==> src/rtl/tmvg_pkg.sv <==
`timescale 1ns / 1ps
`default_nettype none
// ----------------------------------------------------------------------------
// tmvg_pkg: shared types, constants and trig ROM for the torus vertex generator
// Holds the grid size, the corner order of a cell, the stage bundles and a
// quarter-wave sine/cosine ROM built from a fixed-point Taylor series.
// ----------------------------------------------------------------------------
package tmvg_pkg;

	// grid size, a power of two
	localparam int SEGMENTS  = 64;
	localparam int SEG_W     = $clog2(SEGMENTS);
	localparam int CRN_W     = SEG_W + 1;          // corner index reaches SEGMENTS
	localparam int QUARTER   = SEGMENTS / 4;
	localparam int IDX_W     = $clog2(QUARTER);
	localparam int TEX_SHIFT = 15 - SEG_W;

	// field widths
	localparam int POS_W  = 24;
	localparam int NRM_W  = 16;
	localparam int TEX_W  = 16;
	localparam int RAD_W  = 16;
	localparam int TRIG_W = 15;                    // unsigned magnitude 0..16384

	localparam logic [RAD_W-1:0] RADIUS_RESET = 16'd512;

	// vertex counter
	localparam logic [2:0] LAST_VERTEX = 3'd5;

	// angle pi/2 in Q2.30
	localparam logic [63:0] PIH_Q30 = 64'd1686629713;

	// series divisors (n+1)(n+2) per term
	localparam logic [63:0] SIN_DIV [1:6] = '{64'd6, 64'd20, 64'd42, 64'd72, 64'd110, 64'd156};
	localparam logic [63:0] COS_DIV [1:6] = '{64'd2, 64'd12, 64'd30, 64'd56, 64'd90, 64'd132};

	// one corner of the cell as it travels down the pipe
	typedef struct packed {
		logic [CRN_W-1:0] a;
		logic [CRN_W-1:0] b;
		logic             last;
	} corner_t;

	// corner plus looked-up trig values
	typedef struct packed {
		corner_t                   crn;
		logic signed [NRM_W-1:0]   sa;
		logic signed [NRM_W-1:0]   ca;
		logic signed [NRM_W-1:0]   sb;
		logic signed [NRM_W-1:0]   cb;
	} trig_t;

	typedef logic [QUARTER-1:0][2*TRIG_W-1:0] rom_t;

	// corner offsets in emission order: (0,0) (0,1) (1,0) (0,1) (1,1) (1,0)
	function automatic logic [1:0] corner_offs(input logic [2:0] cnt);
		logic [1:0] d;    // {major step, minor step}
		case (cnt)
			3'd0:    d = 2'b00;
			3'd1:    d = 2'b01;
			3'd2:    d = 2'b10;
			3'd3:    d = 2'b01;
			3'd4:    d = 2'b11;
			3'd5:    d = 2'b10;
			default: d = 2'b00;
		endcase
		return d;
	endfunction

	// Taylor series in Q30, rounded to Q1.14 magnitude
	function automatic logic [TRIG_W-1:0] series(input logic [63:0] x, input logic sine);
		logic [63:0] x2;
		logic [63:0] term;
		longint      sum;
		x2   = (x * x) >> 30;
		term = sine ? x : (64'd1 << 30);
		sum  = longint'(term);
		for (int t = 1; t < 7; t++) begin
			if (sine) begin
				term = ((term * x2) >> 30) / SIN_DIV[t];
			end else begin
				term = ((term * x2) >> 30) / COS_DIV[t];
			end
			if (t % 2 == 1) begin
				sum = sum - longint'(term);
			end else begin
				sum = sum + longint'(term);
			end
		end
		if (sum < 0) begin
			sum = 0;
		end
		sum = (sum + 32768) >>> 16;
		if (sum > 16384) begin
			sum = 16384;
		end
		return TRIG_W'(sum);
	endfunction

	// quarter-wave ROM: entry holds {sin, cos} of the first quadrant step
	function automatic rom_t build_rom();
		rom_t        rom;
		logic [63:0] x;
		for (int k = 0; k < QUARTER; k++) begin
			x = (PIH_Q30 * 64'(4 * k)) / SEGMENTS;
			rom[k] = {series(x, 1'b1), series(x, 1'b0)};
		end
		return rom;
	endfunction

	localparam rom_t TRIG_ROM = build_rom();

endpackage
`default_nettype wire

==> src/rtl/torus_mesh_vertex_generator_top.sv <==
`timescale 1ns / 1ps
`default_nettype none
// ----------------------------------------------------------------------------
// torus_mesh_vertex_generator_top: torus tessellation vertex generator
// Usage:
//   Input channel (in_valid / in_stall) takes one word per grid cell:
//   cell_major, cell_minor. Output channel (out_valid / out_stall) gives
//   six words per cell, the two triangles' corners in order; last_vertex
//   marks the sixth. Each word holds position (Q9.14), normal (Q1.14) and
//   texture coordinates (Q1.15).
//   Throughput: one vertex per cycle while out_stall does not hold the pipe;
//   the cell sequencer, which emits one corner per cycle, sets this rate.
//   Stages: corner, trig ROM, multiply, round/output.
//   The next cell is taken in the cycle the last corner leaves the sequencer.
//   major_radius (Q8.8) is written through cfg_wr_en / cfg_wr_data; the user
//   must write it only while the block is idle, which the block does not enforce.
//   Reset (arst_n low) empties the pipe and sets major_radius to 2.0.
//   out_stall, while out_valid is high, freezes the whole pipe in place; nothing is dropped or repeated.
//   in_stall stays high while a cell is walked, except in its last-corner cycle when the pipe moves.
// ----------------------------------------------------------------------------
module torus_mesh_vertex_generator_top
	import tmvg_pkg::*;
(
	input  wire logic             clk,
	input  wire logic             arst_n,
	input  wire logic             cfg_wr_en,
	input  wire logic [RAD_W-1:0] cfg_wr_data,
	input  wire logic             in_valid,
	output logic                  in_stall,
	input  wire logic [SEG_W-1:0] cell_major,
	input  wire logic [SEG_W-1:0] cell_minor,
	output logic                  out_valid,
	input  wire logic             out_stall,
	output logic signed [POS_W-1:0] pos_x,
	output logic signed [POS_W-1:0] pos_y,
	output logic signed [POS_W-1:0] pos_z,
	output logic signed [NRM_W-1:0] nrm_x,
	output logic signed [NRM_W-1:0] nrm_y,
	output logic signed [NRM_W-1:0] nrm_z,
	output logic [TEX_W-1:0]        tex_u,
	output logic [TEX_W-1:0]        tex_v,
	output logic                    last_vertex
);

	logic [RAD_W-1:0] major_radius_q;
	logic             en;
	logic             vld_s1, vld_s2;
	corner_t          crn_s1;
	trig_t            trg_s2;

	// whole pipe moves unless the output word is held
	assign en = !out_valid || !out_stall;

	// radius register
	always_ff @(posedge clk or negedge arst_n) begin
		if (!arst_n) begin
			major_radius_q <= RADIUS_RESET;
		end else if (cfg_wr_en) begin
			major_radius_q <= cfg_wr_data;
		end
	end

	tmvg_seq u_seq (
		.clk        (clk),
		.arst_n     (arst_n),
		.en         (en),
		.in_valid   (in_valid),
		.in_stall   (in_stall),
		.cell_major (cell_major),
		.cell_minor (cell_minor),
		.vld_s1     (vld_s1),
		.crn_s1     (crn_s1)
	);

	tmvg_trig u_trig (
		.clk    (clk),
		.arst_n (arst_n),
		.en     (en),
		.vld_s1 (vld_s1),
		.crn_s1 (crn_s1),
		.vld_s2 (vld_s2),
		.trg_s2 (trg_s2)
	);

	tmvg_math u_math (
		.clk      (clk),
		.arst_n   (arst_n),
		.en       (en),
		.radius   (major_radius_q),
		.vld_s2   (vld_s2),
		.trg_s2   (trg_s2),
		.vld_s4   (out_valid),
		.pos_x_s4 (pos_x),
		.pos_y_s4 (pos_y),
		.pos_z_s4 (pos_z),
		.nrm_x_s4 (nrm_x),
		.nrm_y_s4 (nrm_y),
		.nrm_z_s4 (nrm_z),
		.tex_u_s4 (tex_u),
		.tex_v_s4 (tex_v),
		.last_s4  (last_vertex)
	);

endmodule
`default_nettype wire

==> src/rtl/tmvg_seq.sv <==
`timescale 1ns / 1ps
`default_nettype none
// ----------------------------------------------------------------------------
// tmvg_seq: cell sequencer
// Latches one cell and walks its six corners, one per enabled cycle, into
// the first pipeline stage. Takes the next cell on the last corner.
// ----------------------------------------------------------------------------
module tmvg_seq
	import tmvg_pkg::*;
(
	input  wire logic             clk,
	input  wire logic             arst_n,
	input  wire logic             en,
	input  wire logic             in_valid,
	output logic                  in_stall,
	input  wire logic [SEG_W-1:0] cell_major,
	input  wire logic [SEG_W-1:0] cell_minor,
	output logic                  vld_s1,
	output corner_t               crn_s1
);

	logic             busy_q;
	logic [2:0]       cnt_q;
	logic [SEG_W-1:0] maj_q;
	logic [SEG_W-1:0] min_q;
	logic             accept;
	logic [1:0]       offs;
	corner_t          crn_d;

	// free when idle or when the last corner leaves this cycle
	assign in_stall = busy_q && !(en && (cnt_q == LAST_VERTEX));
	assign accept   = in_valid && !in_stall;

	// current corner
	always_comb begin
		offs       = corner_offs(cnt_q);
		crn_d.a    = {1'b0, maj_q} + CRN_W'(offs[1]);
		crn_d.b    = {1'b0, min_q} + CRN_W'(offs[0]);
		crn_d.last = (cnt_q == LAST_VERTEX);
	end

	// control; a new cell restarts the corner count
	always_ff @(posedge clk or negedge arst_n) begin
		if (!arst_n) begin
			busy_q <= 1'b0;
			cnt_q  <= 3'd0;
			vld_s1 <= 1'b0;
		end else begin
			if (en) begin
				vld_s1 <= busy_q;
			end
			if (accept) begin
				busy_q <= 1'b1;
				cnt_q  <= 3'd0;
			end else if (busy_q && en) begin
				if (cnt_q == LAST_VERTEX) begin
					busy_q <= 1'b0;
					cnt_q  <= 3'd0;
				end else begin
					cnt_q <= cnt_q + 3'd1;
				end
			end
		end
	end

	// payload
	always_ff @(posedge clk) begin
		if (accept) begin
			maj_q <= cell_major;
			min_q <= cell_minor;
		end
		if (en) begin
			crn_s1 <= crn_d;
		end
	end

endmodule
`default_nettype wire

==> src/rtl/tmvg_trig.sv <==
`timescale 1ns / 1ps
`default_nettype none
// ----------------------------------------------------------------------------
// tmvg_trig: trig lookup stage
// Reads sine and cosine of both corner angles from the quarter-wave ROM and
// maps them by quadrant into stage 2.
// ----------------------------------------------------------------------------
module tmvg_trig
	import tmvg_pkg::*;
(
	input  wire logic    clk,
	input  wire logic    arst_n,
	input  wire logic    en,
	input  wire logic    vld_s1,
	input  wire corner_t crn_s1,
	output logic         vld_s2,
	output trig_t        trg_s2
);

	logic signed [NRM_W-1:0] sa_d, ca_d, sb_d, cb_d;

	// quadrant mapping of one angle; the index wraps at SEGMENTS
	function automatic logic [2*NRM_W-1:0] lookup(input logic [CRN_W-1:0] k);
		logic [2*TRIG_W-1:0]     ent;
		logic signed [NRM_W-1:0] sv, cv, s, c;
		logic [1:0]              q;
		ent = TRIG_ROM[k[IDX_W-1:0]];
		q   = k[SEG_W-1:IDX_W];
		sv  = signed'(NRM_W'(ent[2*TRIG_W-1:TRIG_W]));
		cv  = signed'(NRM_W'(ent[TRIG_W-1:0]));
		case (q)
			2'd0:    begin s = sv;  c = cv;  end
			2'd1:    begin s = cv;  c = -sv; end
			2'd2:    begin s = -sv; c = -cv; end
			default: begin s = -cv; c = sv;  end
		endcase
		return {s, c};
	endfunction

	always_comb begin
		{sa_d, ca_d} = lookup(crn_s1.a);
		{sb_d, cb_d} = lookup(crn_s1.b);
	end

	always_ff @(posedge clk or negedge arst_n) begin
		if (!arst_n) begin
			vld_s2 <= 1'b0;
		end else if (en) begin
			vld_s2 <= vld_s1;
		end
	end

	always_ff @(posedge clk) begin
		if (en) begin
			trg_s2.crn <= crn_s1;
			trg_s2.sa  <= sa_d;
			trg_s2.ca  <= ca_d;
			trg_s2.sb  <= sb_d;
			trg_s2.cb  <= cb_d;
		end
	end

endmodule
`default_nettype wire

==> src/rtl/tmvg_math.sv <==
`timescale 1ns / 1ps
`default_nettype none
// ----------------------------------------------------------------------------
// tmvg_math: multiply and round stages
// Stage 3 forms the ring radius and the four products; stage 4 rounds them
// and is the output register of the block.
// ----------------------------------------------------------------------------
module tmvg_math
	import tmvg_pkg::*;
(
	input  wire logic             clk,
	input  wire logic             arst_n,
	input  wire logic             en,
	input  wire logic [RAD_W-1:0] radius,
	input  wire logic             vld_s2,
	input  wire trig_t            trg_s2,
	output logic                  vld_s4,
	output logic signed [POS_W-1:0] pos_x_s4,
	output logic signed [POS_W-1:0] pos_y_s4,
	output logic signed [POS_W-1:0] pos_z_s4,
	output logic signed [NRM_W-1:0] nrm_x_s4,
	output logic signed [NRM_W-1:0] nrm_y_s4,
	output logic signed [NRM_W-1:0] nrm_z_s4,
	output logic [TEX_W-1:0]        tex_u_s4,
	output logic [TEX_W-1:0]        tex_v_s4,
	output logic                    last_s4
);

	localparam int PP_W = POS_W + NRM_W;
	localparam int NP_W = 2 * NRM_W;

	logic signed [POS_W-1:0] ring;
	logic signed [PP_W-1:0]  px_d, pz_d;
	logic signed [NP_W-1:0]  nx_d, nz_d;
	logic signed [PP_W-1:0]  px_s3, pz_s3;
	logic signed [NP_W-1:0]  nx_s3, nz_s3;
	logic signed [NRM_W-1:0] sb_s3;
	corner_t                 crn_s3;
	logic                    vld_s3;
	logic signed [PP_W-1:0]  px_r, pz_r;
	logic signed [NP_W-1:0]  nx_r, nz_r;

	// ring radius R + cos B in Q9.14, then products
	always_comb begin
		ring = POS_W'(trg_s2.cb) + signed'({2'b00, radius, 6'b000000});
		px_d = ring * trg_s2.ca;
		pz_d = ring * trg_s2.sa;
		nx_d = trg_s2.cb * trg_s2.ca;
		nz_d = trg_s2.cb * trg_s2.sa;
	end

	// round to nearest, ties up
	always_comb begin
		px_r = (px_s3 + PP_W'(8192)) >>> 14;
		pz_r = (pz_s3 + PP_W'(8192)) >>> 14;
		nx_r = (nx_s3 + NP_W'(8192)) >>> 14;
		nz_r = (nz_s3 + NP_W'(8192)) >>> 14;
	end

	always_ff @(posedge clk or negedge arst_n) begin
		if (!arst_n) begin
			vld_s3 <= 1'b0;
			vld_s4 <= 1'b0;
		end else if (en) begin
			vld_s3 <= vld_s2;
			vld_s4 <= vld_s3;
		end
	end

	always_ff @(posedge clk) begin
		if (en) begin
			px_s3    <= px_d;
			pz_s3    <= pz_d;
			nx_s3    <= nx_d;
			nz_s3    <= nz_d;
			sb_s3    <= trg_s2.sb;
			crn_s3   <= trg_s2.crn;
			pos_x_s4 <= px_r[POS_W-1:0];
			pos_y_s4 <= POS_W'(sb_s3);
			pos_z_s4 <= pz_r[POS_W-1:0];
			nrm_x_s4 <= nx_r[NRM_W-1:0];
			nrm_y_s4 <= sb_s3;
			nrm_z_s4 <= nz_r[NRM_W-1:0];
			tex_u_s4 <= TEX_W'(crn_s3.a) << TEX_SHIFT;
			tex_v_s4 <= TEX_W'(crn_s3.b) << TEX_SHIFT;
			last_s4  <= crn_s3.last;
		end
	end

endmodule
`default_nettype wire
==> config.mk <==
export PLATFORM = sky130hd
export DESIGN_NAME = torus_mesh_vertex_generator_top
export DESIGN_NICKNAME = d
export VERILOG_FILES = /design/src/rtl/tmvg_pkg.sv /design/src/rtl/torus_mesh_vertex_generator_top.sv /design/src/rtl/tmvg_seq.sv /design/src/rtl/tmvg_trig.sv /design/src/rtl/tmvg_math.sv
export SDC_FILE = /design/constraint.sdc
export NUM_CORES = 2
export LEC_CHECK = 0
export ABC_CLOCK_PERIOD_IN_PS = 19960
export BUFFER_PORTS_ARGS = -buffer_cell sky130_fd_sc_hd__clkbuf_2
export CORE_MARGIN = 2
export CORE_UTILIZATION = 60
export DETAILED_ROUTE_END_ITERATION = 8
export PLACE_DENSITY_LB_ADDON = 0.1
export SLEW_MARGIN = 20
export SYNTH_ARGS = -nofsm -noshare
export SYNTH_HDL_FRONTEND = slang
export SYNTH_HIERARCHICAL = 1
export SYNTH_SLANG_ARGS = --single-unit
export TNS_END_PERCENT = 10
==> constraint.sdc <==
create_clock -name clk -period 19.96 [get_ports clk]
set_clock_uncertainty 0.1 [all_clocks]
set_input_delay 1.996 -clock clk [delete_from_list [all_inputs] [get_ports clk]]
set_output_delay 1.996 -clock clk [all_outputs]
set_load 0.02 [all_outputs]
# Word-level counts from Yosys, hierarchy flattened
# Memories as Yosys holds them, arrays and structs flattened. A register that Yosys moved wholly into a read port is not among the register bits.
# Cells that the tools add are included.
dict set report word_totals {
  memories 2
  rom_bits 960
  input_bits 33
  ff_bits 424
  elab_cells 96
  out_inout_bits 155
}
dict set report op_classes {
  n_eq_ne 9
  addsub 12
  mux 15
  multipliers 4
  magnitude_cmp 2
  reduce_logical 16
}
# name words word_bits rd rd_clocked_by_memory_dff write_ports line_no
set mem_list {}
lappend mem_list {{(name not given)} 16 30 1 1 0 tmvg_trig.sv:27} ;# ent = TRIG_ROM[k[IDX_W-1:0]];
lappend mem_list {{(name not given)} 16 30 1 1 0 tmvg_trig.sv:27}
# operator count
set op_table {}
lappend op_table {{case mux 16 bit (3 select lines)} 4}
lappend op_table {{adder 38 x 15 -> 38 bit, second input constant} 2}
lappend op_table {{multiplier 24 x 16 -> 38 bit} 2}
lappend op_table {{negator 15 -> 16 bit} 4}
lappend op_table {{adder 30 x 15 -> 30 bit, second input constant} 2}
lappend op_table {{multiplier 16 x 16 -> 30 bit} 2}
lappend op_table {{two-way mux 30 bit} 2}
lappend op_table {{adder 16 x 23 -> 24 bit} 1}
lappend op_table {{adder 6 x 1 -> 7 bit} 2}
lappend op_table {{< comparator 4 x 5 -> 1 bit, second input constant} 2}
lappend op_table {{two-way mux 3 bit} 3}
lappend op_table {{two-way mux 4 bit} 2}
lappend op_table {{equality test 3 x 2 -> 1 bit, second input constant} 2}
lappend op_table {{equality test 3 bit, second input constant} 2}
lappend op_table {{case mux 2 bit (3 select lines)} 1}
lappend op_table {{equality test 2 x 1 -> 1 bit, second input constant} 2}
lappend op_table {{equality test 2 bit, second input constant} 2}
lappend op_table {{logical AND 1 bit} 4}
lappend op_table {{logical NOT 1 bit} 4}
lappend op_table {{logical NOT 2 bit} 2}
lappend op_table {{nonzero test 2 bit} 2}
lappend op_table {{OR reduction 2 bit} 2}
lappend op_table {{adder 3 x 1 -> 3 bit, second input constant} 1}
lappend op_table {{equality test 3 x 1 -> 1 bit, second input constant} 1}
lappend op_table {{other kinds (3)} 5}

# Longest topological paths before layout
dict set report logic_depth {
  word_depth 9
  depth_mapped 35
  mapped_depth_nobuf 34
}

# Modules after synthesis
# Netlist, hierarchy kept.
# mod cells_per_inst instances area_each_um2 seq_area_each_um2
set modules_own_cells {}
lappend modules_own_cells {tmvg_math 5104 1 50201.9 6836.6}
lappend modules_own_cells {tmvg_trig 692 1 6595.1 2397.3}
lappend modules_own_cells {tmvg_seq 81 1 1286.2 935.9}
lappend modules_own_cells {torus_mesh_vertex_generator_top 35 1 654.4 401.6}

# Worst setup path before layout
# OpenSTA, ideal clock, no wires.
dict set report synth_timing {
  kind {input-to-output}
  start {in out_stall}
  end {out in_stall}
  slack_ns 7.865
  t_required_ns 17.864
  n_path_buf 0
  arrival_time_ns 9.999
  cell_stages 4
  path_cell_list {nand2_1 nand2_1 o21ai_2 inv_1}
}
dict set report synth_between {
  elab_chain_cells 5
}
# item line_no
set synth_lines {}
lappend synth_lines {{from (decl)} torus_mesh_vertex_generator_top.sv:33} ;# input wire logic out_stall,
lappend synth_lines {{logical NOT 1 bit} torus_mesh_vertex_generator_top.sv:52} ;# assign en = !out_valid || !out_stall;
lappend synth_lines {{logical OR 1 bit} torus_mesh_vertex_generator_top.sv:52}
lappend synth_lines {{logical AND 1 bit} tmvg_seq.sv:31} ;# assign in_stall = busy_q && !(en && (cnt_q == LAST_VERTEX));
lappend synth_lines {{logical NOT 1 bit} tmvg_seq.sv:31}
lappend synth_lines {{logical AND 1 bit} tmvg_seq.sv:31}
lappend synth_lines {{to (decl)} torus_mesh_vertex_generator_top.sv:29} ;# output logic in_stall,
# No other way between the ends.

# Worst setup path in the final report
dict set report layout_timing {
  start {reg, netlist name u_trig/trg_s2[6]}
  end {reg u_math.px_s3[34], data pin}
}
dict set report layout_between {
  elab_chain_cells 2
}
# item line_no
set layout_lines {}
lappend layout_lines {{adder 16 x 23 -> 24 bit} tmvg_math.sv:45} ;# ring = POS_W'(trg_s2.cb) + signed'({2'b00, radius, 6'b000000});
lappend layout_lines {{multiplier 24 x 16 -> 38 bit} tmvg_math.sv:46} ;# px_d = ring * trg_s2.ca;
lappend layout_lines {{named net u_math.px_d[34]} tmvg_math.sv:33} ;# logic signed [PP_W-1:0] px_d, pz_d;
lappend layout_lines {{to (signal assigned)} tmvg_math.sv:72} ;# px_s3 <= px_d;
lappend layout_lines {{to (decl)} tmvg_math.sv:35} ;# logic signed [PP_W-1:0] px_s3, pz_s3;
# The timed path passes the listed nets, and every way through them passes these cells.
# A chain may end at the register's enable or synchronous reset.

==> flow_summary_export.csv <==
group,metric,value,unit
outcome,status,"complete, no violations",
synth,syn_inst,5912,
cts,htree_levels,2,
detailed_routing,drt-met1-wl,54900,um
cts,post-cts-setup-buffers,0,
detailed_routing,post-route-drc-count,0,
sta,tightest_slew,1.11,ns
synth,seq_area_frac_synth,0.180,
worst_setup_path,critPathKind,"flop to flop",
cts,path_clk_slew,0.06,ns
cells_and_area,fin_nets,7423,
synth,synth_top_area_share,0.392,
cts,cts_buffer_depth,3,
cells_and_area,drive_above_1_share,0.0722,
place,gp_congestion,0.883,
die,core_area,96900,um^2
synth,synth.area.top_cells,"fa_1 39%, edfxtp_1 17%, inv_1 8.5%, ha_1 7.1%, and2_1 4.7%",
cts,ctsRootBufferMaster,"clkbuf_16",
detailed_routing,wl_met2,66800,um
worst_setup_path,startpoint,"u_trig/trg_s2[6]$_DFFE_PP_",
die,start_util,0.606,
cts,ctsHoldBuffers,0,
grt,grt_pass1_vias,42300,
worst_setup_path,cp_data_arrival_time,9.38,ns
synth,netlist_area,58700,um^2
synth,yosys-top-cells-count,"1334 x inv_1, 1149 x fa_1, 673 x nand2_1, 439 x and2_1",
grt,grt-ovfl-total,0,
sta,slew_viol_final,0,
cells_and_area,multi_input_area,41900,um^2
cells_and_area,antenna_cells,0,
worst_setup_path,reg2reg_depth,32,
grt,grt_max_degree,82,
detailed_routing,avgRoutedWirePerCell,18.8,um
sta,hold_viol,0,
worst_setup_path,cp-end-kind,"flop",
synth,yosysTopAreaCell,"fa_1",
place,io_buffers,169,
job,drv_cap,0,
detailed_routing,detail-route-antenna-nets,0,
worst_setup_path,cp_max_fo,33,
cells_and_area,areaGrowthSynthToFinish,5.46,%
worst_setup_path,worst_path_most_repeated_cell,"fa_1",
synth,synth_cell_type_count,109,
sta,post-route-period-util,0.456,
detailed_routing,first_pass_iters,6,
cells_and_area,n_fill_cell,7993,
synth,yosys_warnings,6,
grt,grtUsageTotal,0.284,
cts,ctsResizeCount,0,
die,pin_count,188,
cts,clk_latency,0.63,ns
sta,setup_violations,0,
hold_path,worstHoldStart,"u_trig/trg_s2[18]$_DFFE_PP_",
worst_setup_path,worst_ep_required_time,20.23,ns
synth,ys_ff_latch,356,
die,die_y,317,um
detailed_routing,route.met3.wl,9030,um
synth,ys_async_sr_fraction,0.0674,
place,dp_hpwl,104000,um
hold_path,hp-class,"flop to flop",
synth,yosys_most_used_dff,"edfxtp_1",
die,die-area,100000,um^2
detailed_routing,vias,39500,
worst_setup_path,critPathLaunchType,"flop",
die,rows,114,
detailed_routing,viasPerCell,5.48,
cts,numCtsBuffers,42,
sta,period_needed,9.11,ns
cts,cts_tree,"built",
sta,rsz0062_at_grt,"false",
cts,cts_sinks,356,
grt,antenna_found_initial,0,
die,die_w,317,um
worst_setup_path,r2r-start,"u_trig/trg_s2[6]$_DFFE_PP_",
detailed_routing,top_layer_used,"met4",
synth,synth-edff-count,332,
cells_and_area,seq_area,10600,um^2
synth,syn_avg_cell_area,9.94,um^2
hold_path,hold_depth,0,
sta,max_slew_margin,0.261,
grt,grt_pass1_wl,223000,um
detailed_routing,drt_wl_total,136000,um
detailed_routing,first_iter_violations,2297,
sta,fmax,110,MHz
synth,yosysMostFrequentCell,"inv_1",
worst_setup_path,crit_path_max_incr_delay,0.53,ns
worst_setup_path,slowest_stage,"fa_1",
sta,tns,0,ns
## per-layer routing
layer / GRT usage / vias up
li1: - / 17900
met1: 0.374 / 20200
met2: 0.481 / 1186
met3: 0.0473 / 249
met4: 0.100 / 0
met5: 0 / -
## worst max-delay path: cells and delay by family (launching register included)
kind	cells	cell delay [ns]
simple gates	7	1.51
xor+xnor	1	0.08
compound gates	8	1.97
fa+ha+maj	9	3.96
buf+inv	7	0.88
flops	1	0.32
## flip-flops by register name, summed over array words and instances (netlist names), 16 cells and up
name and flops:
u_math/nrm_x_s4 16, u_math/nz_s3 17, u_math/pz_s3 25, u_math/pos_x_s4 24, u_math/nx_s3 17, major_radius_q 16, u_math/nrm_z_s4 16, u_math/pos_z_s4 24
u_trig/trg_s2 79, u_math/nrm_y_s4 16, u_math/sb_s3 16, u_math/px_s3 25
## metrics by stage
step                      instances  utilization  setup WS [ns]  hold WS, ns  area [um^2]
final                          7216        0.640          10.85        0.315        61900
after global routing           7216        0.640          10.13        0.323        61900
after global placement         7141        0.625          11.00        0.302        60500
after floorplan                5929            -           7.87        0.300        58800
after CTS                      7216        0.640          10.84        0.315        61900
after detailed placement       7141        0.625          10.84        0.305        60500
## placed cells by master, fill, tap and decap left out, types with 36 or more instances in the layout
master / instances
clkbuf_2: 169
buf_4: 78
a21o_1: 37
edfxtp_1: 332
fa_1: 1149
clkbuf_16: 42
nor2b_1: 37
ha_1: 332
and2_1: 439
o21a_1: 36
nand3_1: 62
nor3_1: 36
inv_1: 1334
nand2_1: 672
nand2b_1: 66
a21oi_1: 99
xnor2_1: 177
o21ai_0: 88
and3_1: 44
xor2_1: 77
nor2_1: 189
## layout make-up
cell class | count | share of cell area
Clock buffer | 44 | 0.0171
Inverter | 1340 | 0.0812
Sequential cell | 356 | 0.171
Multi-Input combinational cell | 3922 | 0.676
Tap cell | 1276 | 0.0258
Clock inverter | 31 | 0.00608
Timing Repair Buffer | 247 | 0.0231
## path summary, 6_finish.rpt
check	to	slack (ns)
setup / recovery	u_math/px_s3[34]$_DFFE_PP_	10.85
hold / removal	u_math/sb_s3[2]$_DFFE_PP_	0.31
setup reg to reg	u_math/px_s3[34]$_DFFE_PP_	10.85
hold reg to reg	u_math/sb_s3[2]$_DFFE_PP_	0.31
max in group asynchronous	u_seq/vld_s1$_DFFE_PN0P_	17.95
min in group asynchronous	major_radius_q[15]$_DFFE_PN0P_	1.32
## logic make-up (layout without fill, tap and decap cells)
| group | Yosys count | count (layout) | share of synthesized area |
|---|---|---|---|
| buffers and inverters | 1651 | 1662 | 0.110 |
| AOI/OAI and AO/OA | 454 | 454 | 0.0519 |
| other | 1 | 18 | 0.0000638 |
| muxes | 68 | 68 | 0.0181 |
| xor gates and xnor gates | 267 | 267 | 0.0402 |
| adders and majority gates | 1481 | 1481 | 0.462 |
| and+or+nand+nor | 1634 | 1634 | 0.138 |
| DFF | 356 | 356 | 0.180 |
Power is not shown: default switching activity piles up to over one toggle a cycle in this logic, so the estimate is an artifact.
